<file path="src/rtl/i2t_pkg.sv">
// ----------------------------------------------------------------------------
// i2t_pkg: shared types and constants of the i2t overload integrator
// Field widths, register reset values, register indexes, controller states
// and the command and status words between controller and datapath.
// ----------------------------------------------------------------------------
`default_nettype none

package i2t_pkg;

  // Default values of the top-level parameters.
  localparam int CURRENT_BITS_DEF = 16;
  localparam int ACC_BITS_DEF     = 48;

  // Fixed widths of the channel fields and registers.
  localparam int LOAD_W      = 16;
  localparam int ACC_OUT_W   = 48;
  localparam int LIMIT_W     = 48;
  localparam int PCT_W       = 16;
  localparam int CFG_IDX_W   = 8;
  localparam int CFG_DATA_W  = 48;
  localparam int DIV_CNT_W   = $clog2(PCT_W);

  // Largest load percentage that can be reported.
  localparam logic [PCT_W-1:0] PCT_MAX = {PCT_W{1'b1}};

  // Register indexes on the configuration port.
  localparam logic [CFG_IDX_W-1:0] CFG_LINEAR_MODE       = 8'd0;
  localparam logic [CFG_IDX_W-1:0] CFG_NOMINAL_CURRENT   = 8'd1;
  localparam logic [CFG_IDX_W-1:0] CFG_UPPER_CURRENT     = 8'd2;
  localparam logic [CFG_IDX_W-1:0] CFG_ACCUMULATOR_LIMIT = 8'd3;

  // Register values after reset.
  localparam logic                 RST_LINEAR_MODE       = 1'b0;
  localparam logic [LOAD_W-1:0]    RST_NOMINAL_CURRENT   = 16'd1000;
  localparam logic [LOAD_W-1:0]    RST_UPPER_CURRENT     = 16'd1020;
  localparam logic [LIMIT_W-1:0]   RST_ACCUMULATOR_LIMIT = 48'd60000;

  // Register file contents as seen by the datapath.
  typedef struct packed {
    logic               linear_mode;
    logic [LOAD_W-1:0]  nominal_current;
    logic [LOAD_W-1:0]  upper_current;
    logic [LIMIT_W-1:0] accumulator_limit;
  } i2t_cfg_t;

  // Controller states.
  typedef enum logic [2:0] {
    S_IDLE,
    S_SQ_CUR,
    S_SQ_NOM,
    S_UPD,
    S_SCALE,
    S_CHECK,
    S_DIV,
    S_RES
  } i2t_state_t;

  // Commands from the controller to the datapath.
  typedef struct packed {
    logic load_in;
    logic load_csq;
    logic load_nsq;
    logic upd_acc;
    logic load_scaled;
    logic div_init;
    logic div_step;
    logic load_out;
  } i2t_cmd_t;

  // Status from the datapath to the controller.
  typedef struct packed {
    logic pct_sat;
  } i2t_sts_t;

endpackage

`default_nettype wire

</file>
<file path="src/rtl/i2t_ifs.sv">
// ----------------------------------------------------------------------------
// i2t channel interfaces
// Valid/ready channels for the sample input, the result output and the
// register write port. A word moves when valid and ready are both high.
// ----------------------------------------------------------------------------
`default_nettype none

interface i2t_in_if;
  logic                      valid;
  logic                      ready;
  logic [i2t_pkg::LOAD_W-1:0] load_current;

  modport source (output valid, output load_current, input ready);
  modport sink   (input valid, input load_current, output ready);
endinterface

interface i2t_out_if;
  logic                         valid;
  logic                         ready;
  logic [i2t_pkg::ACC_OUT_W-1:0] accumulator_value;
  logic                         overload;
  logic [i2t_pkg::PCT_W-1:0]     load_percent;

  modport source (output valid, output accumulator_value, output overload,
                  output load_percent, input ready);
  modport sink   (input valid, input accumulator_value, input overload,
                  input load_percent, output ready);
endinterface

interface i2t_cfg_if;
  logic                          valid;
  logic                          ready;
  logic [i2t_pkg::CFG_IDX_W-1:0]  index;
  logic [i2t_pkg::CFG_DATA_W-1:0] data;

  modport source (output valid, output index, output data, input ready);
  modport sink   (input valid, input index, input data, output ready);
endinterface

`default_nettype wire

</file>
<file path="src/rtl/i2t_cfg.sv">
// ----------------------------------------------------------------------------
// i2t_cfg: configuration registers
// Takes register writes from the configuration port; unknown indexes are
// ignored. Always ready.
// ----------------------------------------------------------------------------
`default_nettype none

module i2t_cfg (
  input  wire logic        clk,
  input  wire logic        rst_n,
  i2t_cfg_if.sink          cfg_ch,
  output i2t_pkg::i2t_cfg_t cfg
);

  i2t_pkg::i2t_cfg_t regs_r;
  logic              wr_en;

  assign cfg_ch.ready = 1'b1;
  assign wr_en        = cfg_ch.valid;
  assign cfg          = regs_r;

  // Register file, each write trimmed to the register's width.
  always_ff @(posedge clk) begin
    if (!rst_n) begin
      regs_r.linear_mode       <= i2t_pkg::RST_LINEAR_MODE;
      regs_r.nominal_current   <= i2t_pkg::RST_NOMINAL_CURRENT;
      regs_r.upper_current     <= i2t_pkg::RST_UPPER_CURRENT;
      regs_r.accumulator_limit <= i2t_pkg::RST_ACCUMULATOR_LIMIT;
    end else if (wr_en) begin
      unique case (cfg_ch.index)
        i2t_pkg::CFG_LINEAR_MODE: begin
          regs_r.linear_mode <= cfg_ch.data[0];
        end
        i2t_pkg::CFG_NOMINAL_CURRENT: begin
          regs_r.nominal_current <= cfg_ch.data[i2t_pkg::LOAD_W-1:0];
        end
        i2t_pkg::CFG_UPPER_CURRENT: begin
          regs_r.upper_current <= cfg_ch.data[i2t_pkg::LOAD_W-1:0];
        end
        i2t_pkg::CFG_ACCUMULATOR_LIMIT: begin
          regs_r.accumulator_limit <= cfg_ch.data[i2t_pkg::LIMIT_W-1:0];
        end
        default: begin
        end
      endcase
    end
  end

endmodule

`default_nettype wire

</file>
<file path="src/rtl/i2t_ctrl.sv">
// ----------------------------------------------------------------------------
// i2t_ctrl: sequencing controller
// Walks one sample through squaring, accumulator update, scaling and the
// percentage division unless it saturates, then loads the output register.
// ----------------------------------------------------------------------------
`default_nettype none

module i2t_ctrl (
  input  wire logic              clk,
  input  wire logic              rst_n,
  input  wire logic              in_valid,
  output logic                   in_ready,
  output logic                   out_valid,
  input  wire logic              out_ready,
  output i2t_pkg::i2t_cmd_t      cmd,
  input  wire i2t_pkg::i2t_sts_t sts
);

  localparam int CNT_W = i2t_pkg::DIV_CNT_W;
  localparam logic [CNT_W-1:0] CNT_LAST = CNT_W'(i2t_pkg::PCT_W - 1);

  i2t_pkg::i2t_state_t state_r, state_nxt;
  logic [CNT_W-1:0]    cnt_r, cnt_nxt;
  logic                out_valid_r, out_valid_nxt;

  assign out_valid = out_valid_r;

  // State, division step counter and output valid.
  always_ff @(posedge clk) begin
    if (!rst_n) begin
      state_r     <= i2t_pkg::S_IDLE;
      cnt_r       <= '0;
      out_valid_r <= 1'b0;
    end else begin
      state_r     <= state_nxt;
      cnt_r       <= cnt_nxt;
      out_valid_r <= out_valid_nxt;
    end
  end

  // Next state and datapath commands.
  always_comb begin
    state_nxt     = state_r;
    cnt_nxt       = '0;
    cmd           = '0;
    in_ready      = 1'b0;
    out_valid_nxt = out_valid_r && !out_ready;
    unique case (state_r)
      i2t_pkg::S_IDLE: begin
        in_ready = 1'b1;
        if (in_valid) begin
          cmd.load_in = 1'b1;
          state_nxt   = i2t_pkg::S_SQ_CUR;
        end
      end
      i2t_pkg::S_SQ_CUR: begin
        cmd.load_csq = 1'b1;
        state_nxt    = i2t_pkg::S_SQ_NOM;
      end
      i2t_pkg::S_SQ_NOM: begin
        cmd.load_nsq = 1'b1;
        state_nxt    = i2t_pkg::S_UPD;
      end
      i2t_pkg::S_UPD: begin
        cmd.upd_acc = 1'b1;
        state_nxt   = i2t_pkg::S_SCALE;
      end
      i2t_pkg::S_SCALE: begin
        cmd.load_scaled = 1'b1;
        state_nxt       = i2t_pkg::S_CHECK;
      end
      i2t_pkg::S_CHECK: begin
        cmd.div_init = 1'b1;
        state_nxt    = sts.pct_sat ? i2t_pkg::S_RES : i2t_pkg::S_DIV;
      end
      i2t_pkg::S_DIV: begin
        cmd.div_step = 1'b1;
        if (cnt_r == CNT_LAST) begin
          state_nxt = i2t_pkg::S_RES;
        end else begin
          cnt_nxt = cnt_r + CNT_W'(1);
        end
      end
      i2t_pkg::S_RES: begin
        // Load the output register once the previous word has left.
        if (!out_valid_r || out_ready) begin
          cmd.load_out  = 1'b1;
          out_valid_nxt = 1'b1;
          state_nxt     = i2t_pkg::S_IDLE;
        end
      end
      default: begin
        state_nxt = i2t_pkg::S_IDLE;
      end
    endcase
  end

`ifndef ASSERT_OFF
  // An accepted sample always starts the squaring step.
  a_accept_starts: assert property (@(posedge clk) disable iff (!rst_n)
    (in_valid && in_ready) |=> (state_r == i2t_pkg::S_SQ_CUR))
    else $error("sample accepted but squaring did not start");

  // The division always begins at its first step.
  a_div_starts_clean: assert property (@(posedge clk) disable iff (!rst_n)
    (state_r == i2t_pkg::S_CHECK && !sts.pct_sat)
      |=> (state_r == i2t_pkg::S_DIV && cnt_r == '0))
    else $error("division entered with a stale step count");

  // The step counter is idle outside the division.
  a_cnt_idle: assert property (@(posedge clk) disable iff (!rst_n)
    (state_r != i2t_pkg::S_DIV) |-> (cnt_r == '0))
    else $error("step counter running outside the division");
`endif

endmodule

`default_nettype wire

</file>
<file path="src/rtl/i2t_dp.sv">
// ----------------------------------------------------------------------------
// i2t_dp: accumulator and percentage datapath
// One shared squarer, the saturating accumulator, the times-100 scaler and
// a one-bit-per-cycle restoring divider for the load percentage.
// ----------------------------------------------------------------------------
`default_nettype none

module i2t_dp #(
  parameter int CURRENT_BITS = i2t_pkg::CURRENT_BITS_DEF,
  parameter int ACC_BITS     = i2t_pkg::ACC_BITS_DEF
) (
  input  wire logic                          clk,
  input  wire logic                          rst_n,
  input  wire i2t_pkg::i2t_cmd_t             cmd,
  input  wire i2t_pkg::i2t_cfg_t             cfg,
  input  wire logic [i2t_pkg::LOAD_W-1:0]    load_current,
  output i2t_pkg::i2t_sts_t                  sts,
  output logic [i2t_pkg::ACC_OUT_W-1:0]      accumulator_value,
  output logic                               overload,
  output logic [i2t_pkg::PCT_W-1:0]          load_percent
);

  localparam int LW  = i2t_pkg::LIMIT_W;
  localparam int QW  = i2t_pkg::PCT_W;
  // Effective current width: the sample is masked to CURRENT_BITS.
  localparam int EW  = (CURRENT_BITS < i2t_pkg::LOAD_W) ? CURRENT_BITS : i2t_pkg::LOAD_W;
  localparam int PW  = 2 * EW;
  localparam int AW  = ACC_BITS;
  localparam int SW  = ((AW > PW) ? AW : PW) + 1;
  localparam int CW  = (AW > LW) ? AW : LW;
  // The accumulator times 100 needs seven more bits.
  localparam int NW  = AW + 7;
  localparam int HW  = ((NW - QW) > LW) ? (NW - QW) : LW;

  logic [EW-1:0] cur_r;
  logic [PW-1:0] csq_r, nsq_r;
  logic [AW-1:0] acc_r, acc_nxt;
  logic [NW-1:0] n_r;
  logic [LW-1:0] rem_r, rem_nxt;
  logic [QW-1:0] nlo_r, quo_r;
  logic          sat_r;
  logic [i2t_pkg::ACC_OUT_W-1:0] acc_out_r;
  logic          ovl_r;
  logic [QW-1:0] pct_r;

  logic [EW-1:0] nom, up, mul_op;
  logic [PW-1:0] prod, mag;
  logic          above, below, grow, do_add, do_sub;
  logic [SW-1:0] amt, sum, acc_ext;
  logic [AW-1:0] acc_add_val, acc_sub_val;
  logic [NW-1:0] scaled;
  logic [HW-1:0] n_hi;
  logic          pct_sat;
  logic [LW:0]   rem_sh, lim_ext;
  logic [LW-1:0] rem_dif;
  logic          qbit;

  assign nom = cfg.nominal_current[EW-1:0];
  assign up  = cfg.upper_current[EW-1:0];

  // Shared squarer: current first, nominal current in the next cycle.
  assign mul_op = cmd.load_nsq ? nom : cur_r;
  assign prod   = PW'(mul_op) * PW'(mul_op);

  // Threshold tests and the size of the squared step.
  assign above = cur_r > up;
  assign below = cur_r < nom;
  assign grow  = csq_r >= nsq_r;
  assign mag   = grow ? (csq_r - nsq_r) : (nsq_r - csq_r);

  // Direction and amount of the accumulator change.
  always_comb begin
    if (cfg.linear_mode) begin
      do_add = above;
      do_sub = !above && below;
      amt    = SW'(1);
    end else begin
      do_add = (above || below) && grow;
      do_sub = (above || below) && !grow;
      amt    = SW'(mag);
    end
  end

  // Saturating add and floored subtract.
  assign acc_ext     = SW'(acc_r);
  assign sum         = acc_ext + amt;
  assign acc_add_val = (sum > SW'({AW{1'b1}})) ? {AW{1'b1}} : sum[AW-1:0];
  assign acc_sub_val = (amt >= acc_ext) ? '0 : AW'(acc_ext - amt);

  always_comb begin
    if (do_add) begin
      acc_nxt = acc_add_val;
    end else if (do_sub) begin
      acc_nxt = acc_sub_val;
    end else begin
      acc_nxt = acc_r;
    end
  end

  // Accumulator times 100 as shifted adds (64 + 32 + 4).
  assign scaled = (NW'(acc_r) << 6) + (NW'(acc_r) << 5) + (NW'(acc_r) << 2);

  // The quotient overflows 16 bits when the high part reaches the limit.
  assign n_hi    = HW'(n_r >> QW);
  assign pct_sat = (cfg.accumulator_limit == '0) || (n_hi >= HW'(cfg.accumulator_limit));
  assign sts.pct_sat = pct_sat;

  // One restoring division step: bring down a bit, subtract if it fits.
  // The difference is below the limit whenever it is taken.
  assign rem_sh  = {rem_r, nlo_r[QW-1]};
  assign lim_ext = {1'b0, cfg.accumulator_limit};
  assign qbit    = rem_sh >= lim_ext;
  assign rem_dif = LW'(rem_sh - lim_ext);
  assign rem_nxt = qbit ? rem_dif : rem_sh[LW-1:0];

  // Accumulator state.
  always_ff @(posedge clk) begin
    if (!rst_n) begin
      acc_r <= '0;
    end else if (cmd.upd_acc) begin
      acc_r <= acc_nxt;
    end
  end

  // Working registers of the sequence.
  always_ff @(posedge clk) begin
    if (cmd.load_in) begin
      cur_r <= load_current[EW-1:0];
    end
    if (cmd.load_csq) begin
      csq_r <= prod;
    end
    if (cmd.load_nsq) begin
      nsq_r <= prod;
    end
    if (cmd.load_scaled) begin
      n_r <= scaled;
    end
    if (cmd.div_init) begin
      rem_r <= LW'(n_hi);
      nlo_r <= n_r[QW-1:0];
      quo_r <= '0;
      sat_r <= pct_sat;
    end else if (cmd.div_step) begin
      rem_r <= rem_nxt;
      nlo_r <= {nlo_r[QW-2:0], 1'b0};
      quo_r <= {quo_r[QW-2:0], qbit};
    end
  end

  // Output register.
  always_ff @(posedge clk) begin
    if (cmd.load_out) begin
      acc_out_r <= i2t_pkg::ACC_OUT_W'(acc_r);
      ovl_r     <= CW'(acc_r) > CW'(cfg.accumulator_limit);
      pct_r     <= sat_r ? i2t_pkg::PCT_MAX : quo_r;
    end
  end

  assign accumulator_value = acc_out_r;
  assign overload          = ovl_r;
  assign load_percent      = pct_r;

`ifndef ASSERT_OFF
  // In linear mode one sample moves the accumulator by at most one.
  a_linear_step: assert property (@(posedge clk) disable iff (!rst_n)
    (cmd.upd_acc && cfg.linear_mode)
      |=> (acc_r == $past(acc_r) || acc_r == $past(acc_r) + AW'(1)
           || acc_r == $past(acc_r) - AW'(1)))
    else $error("linear mode moved the accumulator by more than one");

  // The partial remainder stays below the divisor throughout the division.
  a_rem_bound: assert property (@(posedge clk) disable iff (!rst_n)
    cmd.div_step |-> (rem_r < cfg.accumulator_limit))
    else $error("division remainder reached the limit");
`endif

endmodule

`default_nettype wire

</file>
<file path="src/rtl/i2t_overload_integrator_unit.sv">
// ----------------------------------------------------------------------------
// i2t_overload_integrator_unit: current-time overload integrator
// Integrates load-current samples into an overload accumulator and reports
// the accumulator, the overload flag and the load percentage for each one.
// ----------------------------------------------------------------------------
// Each sample word on the input channel yields exactly one result word. The
// block works on one sample at a time: after acceptance the sample runs
// through the squaring, update, scaling, check and division states to the
// result state, which loads the output register, and a new sample is taken
// in the idle state after it. When the percentage saturates or the limit is
// zero the division is skipped. The restoring divider produces one
// percentage bit per cycle. A finished result waits in the output register
// while the next sample is already accepted; a stalled output holds the
// block only when the following result is ready to load. Register writes
// are taken at any time and always accepted, but should be made only while
// no sample is in flight.
// ----------------------------------------------------------------------------
`default_nettype none

module i2t_overload_integrator_unit #(
  parameter int CURRENT_BITS = i2t_pkg::CURRENT_BITS_DEF,
  parameter int ACC_BITS     = i2t_pkg::ACC_BITS_DEF
) (
  input  wire logic clk,
  input  wire logic rst_n,
  i2t_in_if.sink    in_ch,
  i2t_out_if.source out_ch,
  i2t_cfg_if.sink   cfg_ch
);

  i2t_pkg::i2t_cfg_t cfg;
  i2t_pkg::i2t_cmd_t cmd;
  i2t_pkg::i2t_sts_t sts;
  logic              in_ready;
  logic              out_valid;

  assign in_ch.ready  = in_ready;
  assign out_ch.valid = out_valid;

  // Configuration registers.
  i2t_cfg u_cfg (
    .clk    (clk),
    .rst_n  (rst_n),
    .cfg_ch (cfg_ch),
    .cfg    (cfg)
  );

  // Sequencing controller.
  i2t_ctrl u_ctrl (
    .clk       (clk),
    .rst_n     (rst_n),
    .in_valid  (in_ch.valid),
    .in_ready  (in_ready),
    .out_valid (out_valid),
    .out_ready (out_ch.ready),
    .cmd       (cmd),
    .sts       (sts)
  );

  // Accumulator and percentage datapath.
  i2t_dp #(
    .CURRENT_BITS (CURRENT_BITS),
    .ACC_BITS     (ACC_BITS)
  ) u_dp (
    .clk               (clk),
    .rst_n             (rst_n),
    .cmd               (cmd),
    .cfg               (cfg),
    .load_current      (in_ch.load_current),
    .sts               (sts),
    .accumulator_value (out_ch.accumulator_value),
    .overload          (out_ch.overload),
    .load_percent      (out_ch.load_percent)
  );

endmodule

`default_nettype wire

</file>
<file path="src/flat_wrapper.sv">
// flat-port wrapper written by rule: the top's interface ports become plain ports
module i2t_overload_integrator_unit_flat 
#(
  parameter int CURRENT_BITS = i2t_pkg::CURRENT_BITS_DEF,
  parameter int ACC_BITS     = i2t_pkg::ACC_BITS_DEF
)
  (clk, rst_n, in_ch_valid, in_ch_load_current, in_ch_ready, out_ch_valid, out_ch_accumulator_value, out_ch_overload, out_ch_load_percent, out_ch_ready, cfg_ch_valid, cfg_ch_index, cfg_ch_data, cfg_ch_ready);
  i2t_in_if in_ch_i ();
  i2t_out_if out_ch_i ();
  i2t_cfg_if cfg_ch_i ();
  input  wire logic clk;
  input  wire logic rst_n;
  input wire logic [$bits(in_ch_i.valid)-1:0] in_ch_valid;
  input wire logic [$bits(in_ch_i.load_current)-1:0] in_ch_load_current;
  output wire logic [$bits(in_ch_i.ready)-1:0] in_ch_ready;
  output wire logic [$bits(out_ch_i.valid)-1:0] out_ch_valid;
  output wire logic [$bits(out_ch_i.accumulator_value)-1:0] out_ch_accumulator_value;
  output wire logic [$bits(out_ch_i.overload)-1:0] out_ch_overload;
  output wire logic [$bits(out_ch_i.load_percent)-1:0] out_ch_load_percent;
  input wire logic [$bits(out_ch_i.ready)-1:0] out_ch_ready;
  input wire logic [$bits(cfg_ch_i.valid)-1:0] cfg_ch_valid;
  input wire logic [$bits(cfg_ch_i.index)-1:0] cfg_ch_index;
  input wire logic [$bits(cfg_ch_i.data)-1:0] cfg_ch_data;
  output wire logic [$bits(cfg_ch_i.ready)-1:0] cfg_ch_ready;
  assign in_ch_i.valid = in_ch_valid;
  assign in_ch_i.load_current = in_ch_load_current;
  assign in_ch_ready = in_ch_i.ready;
  assign out_ch_valid = out_ch_i.valid;
  assign out_ch_accumulator_value = out_ch_i.accumulator_value;
  assign out_ch_overload = out_ch_i.overload;
  assign out_ch_load_percent = out_ch_i.load_percent;
  assign out_ch_i.ready = out_ch_ready;
  assign cfg_ch_i.valid = cfg_ch_valid;
  assign cfg_ch_i.index = cfg_ch_index;
  assign cfg_ch_i.data = cfg_ch_data;
  assign cfg_ch_ready = cfg_ch_i.ready;
  i2t_overload_integrator_unit #(.CURRENT_BITS(CURRENT_BITS), .ACC_BITS(ACC_BITS)) u_core (.clk(clk), .rst_n(rst_n), .in_ch(in_ch_i), .out_ch(out_ch_i), .cfg_ch(cfg_ch_i));
endmodule
</file>
<file path="config.mk">
export PLATFORM = sky130hd
export DESIGN_NAME = i2t_overload_integrator_unit_flat
export DESIGN_NICKNAME = d
export VERILOG_FILES = /design/src/rtl/i2t_pkg.sv /design/src/rtl/i2t_ifs.sv /design/src/rtl/i2t_cfg.sv /design/src/rtl/i2t_ctrl.sv /design/src/rtl/i2t_dp.sv /design/src/rtl/i2t_overload_integrator_unit.sv /design/src/flat_wrapper.sv
export SDC_FILE = /design/constraint.sdc
export NUM_CORES = 2
export LEC_CHECK = 0
export ABC_AREA = 0
export BUFFER_PORTS_ARGS = -buffer_cell sky130_fd_sc_hd__buf_2
export CAP_MARGIN = 10
export CORE_ASPECT_RATIO = 0.7
export CORE_MARGIN = 10
export CORE_UTILIZATION = 45
export CTS_CLUSTER_SIZE = 24
export DETAILED_ROUTE_END_ITERATION = 16
export MAX_ROUTING_LAYER = met4
export PLACE_DENSITY = 0.68
export RECOVER_POWER = 50
export SETUP_SLACK_MARGIN = 0.3
export SLEW_MARGIN = 0
export SYNTH_ARGS = -nofsm -noshare
export SYNTH_HDL_FRONTEND = slang
export SYNTH_SLANG_ARGS = --single-unit
</file>
<file path="constraint.sdc">
create_clock -name clk -period 7.7 [get_ports clk]
set_input_delay 2.31 -clock clk [delete_from_list [all_inputs] [get_ports clk]]
set_output_delay 2.31 -clock clk [all_outputs]
set_load 0.005 [all_outputs]
</file>
# After elaboration in Yosys (flattened, before gate mapping)
# Cells that the tools add are included.
[totals]
reg_bits = 418
in_bits = 77
word_cells = 108
[classes]
addsub = 8
mul = 1
magnitude_cmp = 8
eq_ne = 14
mux = 32
n_bitwise = 2
reduce_logical = 23
[ops]
columns = ["cell", "n"]
rows = [
  ["48-bit 2-to-1 mux", 5],
  ["49-bit by 48-bit greater-or-equal comparator with 1-bit output", 2],
  ["48-bit subtractor", 2],
  ["39-bit 2-to-1 mux", 2],
  ["32-bit 2-to-1 mux", 2],
  ["32-bit subtractor", 2],
  ["54-bit by 53-bit adder with 55-bit output", 1],
  ["55-bit by 50-bit adder with 55-bit output", 1],
  ["48-bit by 49-bit adder with 49-bit output", 1],
  ["49-bit by 48-bit greater-than comparator with 1-bit output (second input constant)", 1],
  ["39-bit by 48-bit greater-or-equal comparator with 1-bit output", 1],
  ["48-bit greater-than comparator", 1],
  ["48-bit zero test", 1],
  ["16-bit 2-to-1 mux", 3],
  ["32-bit greater-or-equal comparator", 1],
  ["16-bit by 16-bit multiplier with 32-bit output", 1],
  ["3-bit case mux with 8 select lines", 1],
  ["8-bit by 2-bit equality test with 1-bit output (second input constant)", 2],
  ["16-bit greater-than comparator", 1],
  ["16-bit less-than comparator", 1],
  ["1-bit 2-to-1 mux", 16],
  ["3-bit equality test (second input constant)", 4],
  ["2-bit AND reduction", 5],
  ["3-bit 2-to-1 mux", 3],
  ["other kinds (15)", 28],
]

# Longest topological paths before layout
[depth]
depth_word = 7
ltp_mapped = 31
depth_no_buf = 28

# By module
# A second synthesis with hierarchy kept.
[hier_totals]
cells_unflattened = 4290
hier_area_um2 = 39452.8
[by_module_without_submodules]
columns = ["mod", "n_inst", "cells_per_inst", "area_each_um2"]
rows = [
  ["i2t_dp", 1, 3909, 35801.8],
  ["i2t_cfg", 1, 332, 3233.1],
  ["i2t_ctrl", 1, 49, 417.9],
]

# Worst setup path before layout
# No wires, ideal clock.
[synth_path]
path_kind = "reg2reg"
from = "reg u_core.u_ctrl.state_r[1]"
to = "reg u_core.u_dp.csq_r[25], data pin"
arrival_time_ns = 8.287
required_ns = 7.437
setup_slack_ns = -0.850
stages_incl_launch_ff = 28
path_buffers = 3
cell_sequence = "dfxtp_1 > nor3b_1 > clkbuf_1 > buf_1 > a21oi_1 > clkbuf_1 > nor2_1 > inv_1 > fa_1 > fa_1 > inv_1 > fa_1 > inv_1 > fa_1 > fa_1 > inv_1 > fa_1 > ha_1 > a21o_1 > a21o_1 > a21oi_1 > nor2b_1 > a31o_2 > o41a_1 > a21oi_1 > o21bai_1 > a21oi_1 > xnor2_1"
[synth_via]
elab_chain_len = 4
[synth_rtl]
columns = ["item", "line", "rtl"]
rows = [
  ["start: declaration", "i2t_ctrl.sv:22", "i2t_pkg::i2t_state_t state_r, state_nxt;"],
  ["start signal: assignment", "i2t_ctrl.sv:31", "state_r <= i2t_pkg::S_IDLE;"],
  ["start signal: assignment", "i2t_ctrl.sv:35", "state_r <= state_nxt;"],
  ["3-bit by 2-bit equality test with 1-bit output", "i2t_ctrl.sv:48", "unique case (state_r)"],
  ["1-bit 2-to-1 mux", "i2t_ctrl.sv:48", ""],
  ["16-bit 2-to-1 mux", "i2t_dp.sv:62", "assign mul_op = cmd.load_nsq ? nom : cur_r;"],
  ["16-bit by 16-bit multiplier with 32-bit output", "i2t_dp.sv:63", "assign prod = PW'(mul_op) * PW'(mul_op);"],
  ["named net u_core.u_dp.prod[25]", "i2t_dp.sv:47", "logic [PW-1:0] prod, mag;"],
  ["end signal: assignment", "i2t_dp.sv:131", "csq_r <= prod;"],
  ["end: declaration", "i2t_dp.sv:36", "logic [PW-1:0] csq_r, nsq_r;"],
]
# The timed path passes the listed nets, and every way through them passes these cells.
# A chain may end at the register's enable or synchronous reset.

# Worst setup path after layout
[layout_path]
from = "reg u_core.u_ctrl.state_r[2]"
to = "reg u_core.u_dp.csq_r[30], data pin"
# The elaborated chain is that of the path after synthesis.

==> tab_implementation.tex <==
\begin{tabular}{lr}
\hline
Metric & Value \\
\hline
\multicolumn{2}{l}{\textbf{Global route}} \\
\quad Met2 GRT Util & 0.350 \\
\quad Total global routing track utilization & 0.239 \\
\quad Most Used Layer, Global Route & met2 \\
\quad Total congestion overflow after global routing & 0 \\
\quad Number of global-route vias before repair & 32000 \\
\quad Maximum number of pins on one net before global-route repair & 86 \\
\quad Met1 track demand over resource & 0.340 \\
\quad Met3 layer usage reported by global route & 0.0354 \\
\quad Wire length of the first global-routing pass & 187 mm \\
\quad Initial antenna violation count & 2 \\
\multicolumn{2}{l}{\textbf{Clock tree}} \\
\quad Insertion delay to the later sink of the worst-skew pair & 0.62 ns \\
\quad Number of levels in the clock H-tree & 2 \\
\quad Total clock sinks & 412 \\
\quad Clk Tree Root Cell & clkbuf\_16 \\
\quad Clk slew on worst S/H paths & 0.07 ns \\
\quad Number of CTS-inserted buffers & 46 \\
\quad TritonCTS clock tree & done \\
\quad CTS Buffer Depth & 3 \\
\multicolumn{2}{l}{\textbf{STA}} \\
\quad Max Slew Vio Count & 384 \\
\quad Max Freq & 0.139 GHz \\
\quad Final Setup Violations & 0 \\
\quad Clk\_skew & 0.0296 ns \\
\quad Pin slew with the least headroom to its limit & 3.81 ns \\
\quad Final period util & 0.933 \\
\quad Setup repair after global routing missed its margin & yes \\
\quad Relative slew margins & -1.54 \\
\quad Summed negative setup slack over all endpoints & 0 ns \\
\quad Final critical delay including setup and external delays & 7.18 ns \\
\quad Final-report hold violation count & 0 \\
\multicolumn{2}{l}{\textbf{Finish}} \\
\quad Final std cells w/o fill & 5765 \\
\quad Footprint of the multi-input gates & 26400 sq um \\
\quad Area Growth Syn to Fin & 9.31\% \\
\quad Reg area & 10800 sq um \\
\quad Total of fill cells in the finished design & 8224 \\
\quad Share of final-layout standard cells stronger than drive strength 1 & 0.0884 \\
\quad Post-layout nets & 5375 \\
\multicolumn{2}{l}{\textbf{Synthesis}} \\
\quad Share of synthesized area occupied by flip-flops and latches & 0.271 \\
\quad Number of flops mapped to enable cells by yosys & 250 \\
\quad Synth Flop Type & edfxtp\_1 \\
\quad Syn Std Cell Area & 39600 sq um \\
\quad Avg Cell Area, Syn & 8.87 sq um \\
\quad Number of distinct library cells after synthesis & 109 \\
\quad Warnings from Yosys & 0 \\
\quad Number of flip-flops and latches in the synthesized netlist & 412 \\
\quad Post-synth ARST share & 0 \\
\quad Nets in the synthesized netlist & 5260 \\
\quad Synthesized instance count & 4465 \\
\multicolumn{2}{l}{\textbf{Routing}} \\
\quad Overall routed net length & 120 mm \\
\quad Routed vias/inst & 5.79 \\
\quad Drt drc & 0 \\
\quad Average wire per cell in the routed design & 20.9 um \\
\quad Post-detailed-route count of antenna-violating nets & 0 \\
\quad First-pass detailed-route iteration total & 6 \\
\quad Via Count & 33400 \\
\quad Number of violations reported at the end of detailed-routing iteration 0 & 3440 \\
\multicolumn{2}{l}{\textbf{Floorplanning}} \\
\quad Die W & 375 um \\
\quad Ports & 145 \\
\quad Std cell rows & 90 \\
\quad Starting density of the core & 0.457 \\
\quad Die outline area & 100000 sq um \\
\quad Vert. Die Dim & 268 um \\
\quad Floorplan core area & 86700 sq um \\
\multicolumn{2}{l}{\textbf{Worst setup path}} \\
\quad Data required time at the worst endpoint & 8.05 ns \\
\quad Delay of the slowest critical-path stage & 0.56 ns \\
\quad Crit path buffers/inverters & 5 \\
\quad Startpoint type of the worst setup path & flop \\
\quad Highest fanout seen on the critical path & 8 \\
\quad Most used cell, CP & fa\_1 \\
\quad Cell family with the largest share of critical-path delay & adder cells \\
\quad Nature of the critical path endpoint & flop \\
\quad Kind of critical path & reg2reg \\
\quad Critical-path top delay cell & fa\_1 \\
\quad Critical path data arrival time & 7.53 ns \\
\multicolumn{2}{l}{\textbf{Job}} \\
\quad Max-cap violations & 8 \\
\multicolumn{2}{l}{\textbf{Run status}} \\
\quad Violated checks & max-capacitance violations, max-slew violations \\
\quad Status & complete, but fails checks \\
\multicolumn{2}{l}{\textbf{Placement}} \\
\quad Dpl cells & 5676 \\
\quad Placed wire-length estimate & 95.4 mm \\
\quad Final RePlAce weighted congestion & 0.994 \\
\quad \# port buffers & 143 \\
\multicolumn{2}{l}{\textbf{Min path}} \\
\quad Hold Crit Class & reg2reg \\
\hline
\end{tabular}
## flip-flops by register name, indices dropped and copies added (netlist names), 31 cells and up
register and flops:
u_core.u_dp.rem_r 48, u_core.u_dp.nsq_r 31, u_core.u_dp.accumulator_value 48, u_core.u_cfg.cfg 81, u_core.u_dp.csq_r 31, u_core.u_dp.n_r 53, u_core.u_dp.acc_r 48
## kinds of logic after synthesis
| logic type | count (synthesis) | synth area share |
|---|---|---|
| AO/OA/AOI/OAI | 1270 | 0.206 |
| AND/OR/NAND/NOR | 1203 | 0.142 |
| adder cells (fa/ha/maj) | 718 | 0.267 |
| buffers and inverters | 648 | 0.0646 |
| flip-flops | 412 | 0.271 |
| XOR/XNOR | 172 | 0.0380 |
| multiplexers | 41 | 0.0108 |
| other | 1 | 0.0000947 |
## timing repair
action                                  in CTS  in global routing
hold buffers                                 0                  0
gates cloned                                 0                  2
resized for setup                            1                 18
hold endpoints to repair                     0                  0
buffers inserted                             0                  4
endpoints found under the setup margin       2                 34
## through the flow
| step | hold slack, ns | instance area, sq um | utilization | worst slack, ns |
|---|---|---|---|---|
| finish | 0.448 | 43300 | 0.499 | 0.518 |
| global route | 0.478 | 43300 | 0.499 | 0.205 |
| CTS | 0.449 | 43200 | 0.499 | 0.398 |
| detailed placement | 0.440 | 41700 | 0.481 | 0.243 |
| global placement | 0.428 | 41700 | 0.481 | 0.408 |
| floorplan | 0.418 | 39600 | - | 0.418 |
## layer usage
layer	part of all wire	routed length, um
met4	0.028	3430
met1	0.46	55900
met5	0	0
met3	0.078	9420
met2	0.43	51500
## cells in the mapped netlist, drive strengths merged, types with 63 or more instances
cell type	count	area (sq um)
a21o	165	1240
a21oi	493	2510
clkbuf	102	383
dfxtp	162	3240
edfxtp	250	7510
fa	214	4280
ha	504	6310
inv	479	1800
nand2	428	1610
nand3	64	325
nand4	63	400
nor2	327	1250
o21ai	206	1030
xnor2	122	1070
## layout make-up
class,count,area share
multi-input cells,3405,0.609
inverters,486,0.0422
flip-flops and latches,412,0.248
clock buffers,60,0.0302
clock inverters,22,0.00520
well taps,1150,0.0332
repair buffers,229,0.0313
diodes,1,0.0000578
## final timing paths
check,from,end,slack [ns],depth (start not counted)
max,u_core.u_ctrl.state_r[2],u_core.u_dp.csq_r[30],0.52,25
min,u_core.u_ctrl.cnt_r[0],u_core.u_ctrl.cnt_r[0],0.45,1
max reg2reg,u_core.u_ctrl.state_r[2],u_core.u_dp.csq_r[30],0.52,25
min reg2reg,u_core.u_ctrl.cnt_r[0],u_core.u_ctrl.cnt_r[0],0.45,1
## cell usage in the layout (no fill, tap or decap), types with 22 or more instances in the layout
master and count:
o211ai_1 41, buf_4 63, o22ai_1 23, nor4_1 26, and3_1 32, a21o_1 163, a31oi_1 22, nor2b_1 52
inv_1 471, a211oi_1 28, xnor2_1 121, nand2_1 427, fa_1 214, or2_2 39, nor2_1 322, o21bai_1 58
nor3_1 51, clkbuf_16 51, ha_1 502, edfxtp_1 250, nand3_1 63, buf_2 133, xor2_1 50, nand4_1 62
clkbuf_1 33, nand2b_1 53, dfxtp_1 162, o21a_1 40, a21oi_1 482, mux2i_1 27, o21ai_0 184
Power is left out: the tool's default activity adds up to more than one toggle a clock period on the data nets, which glitch-free logic cannot reach.
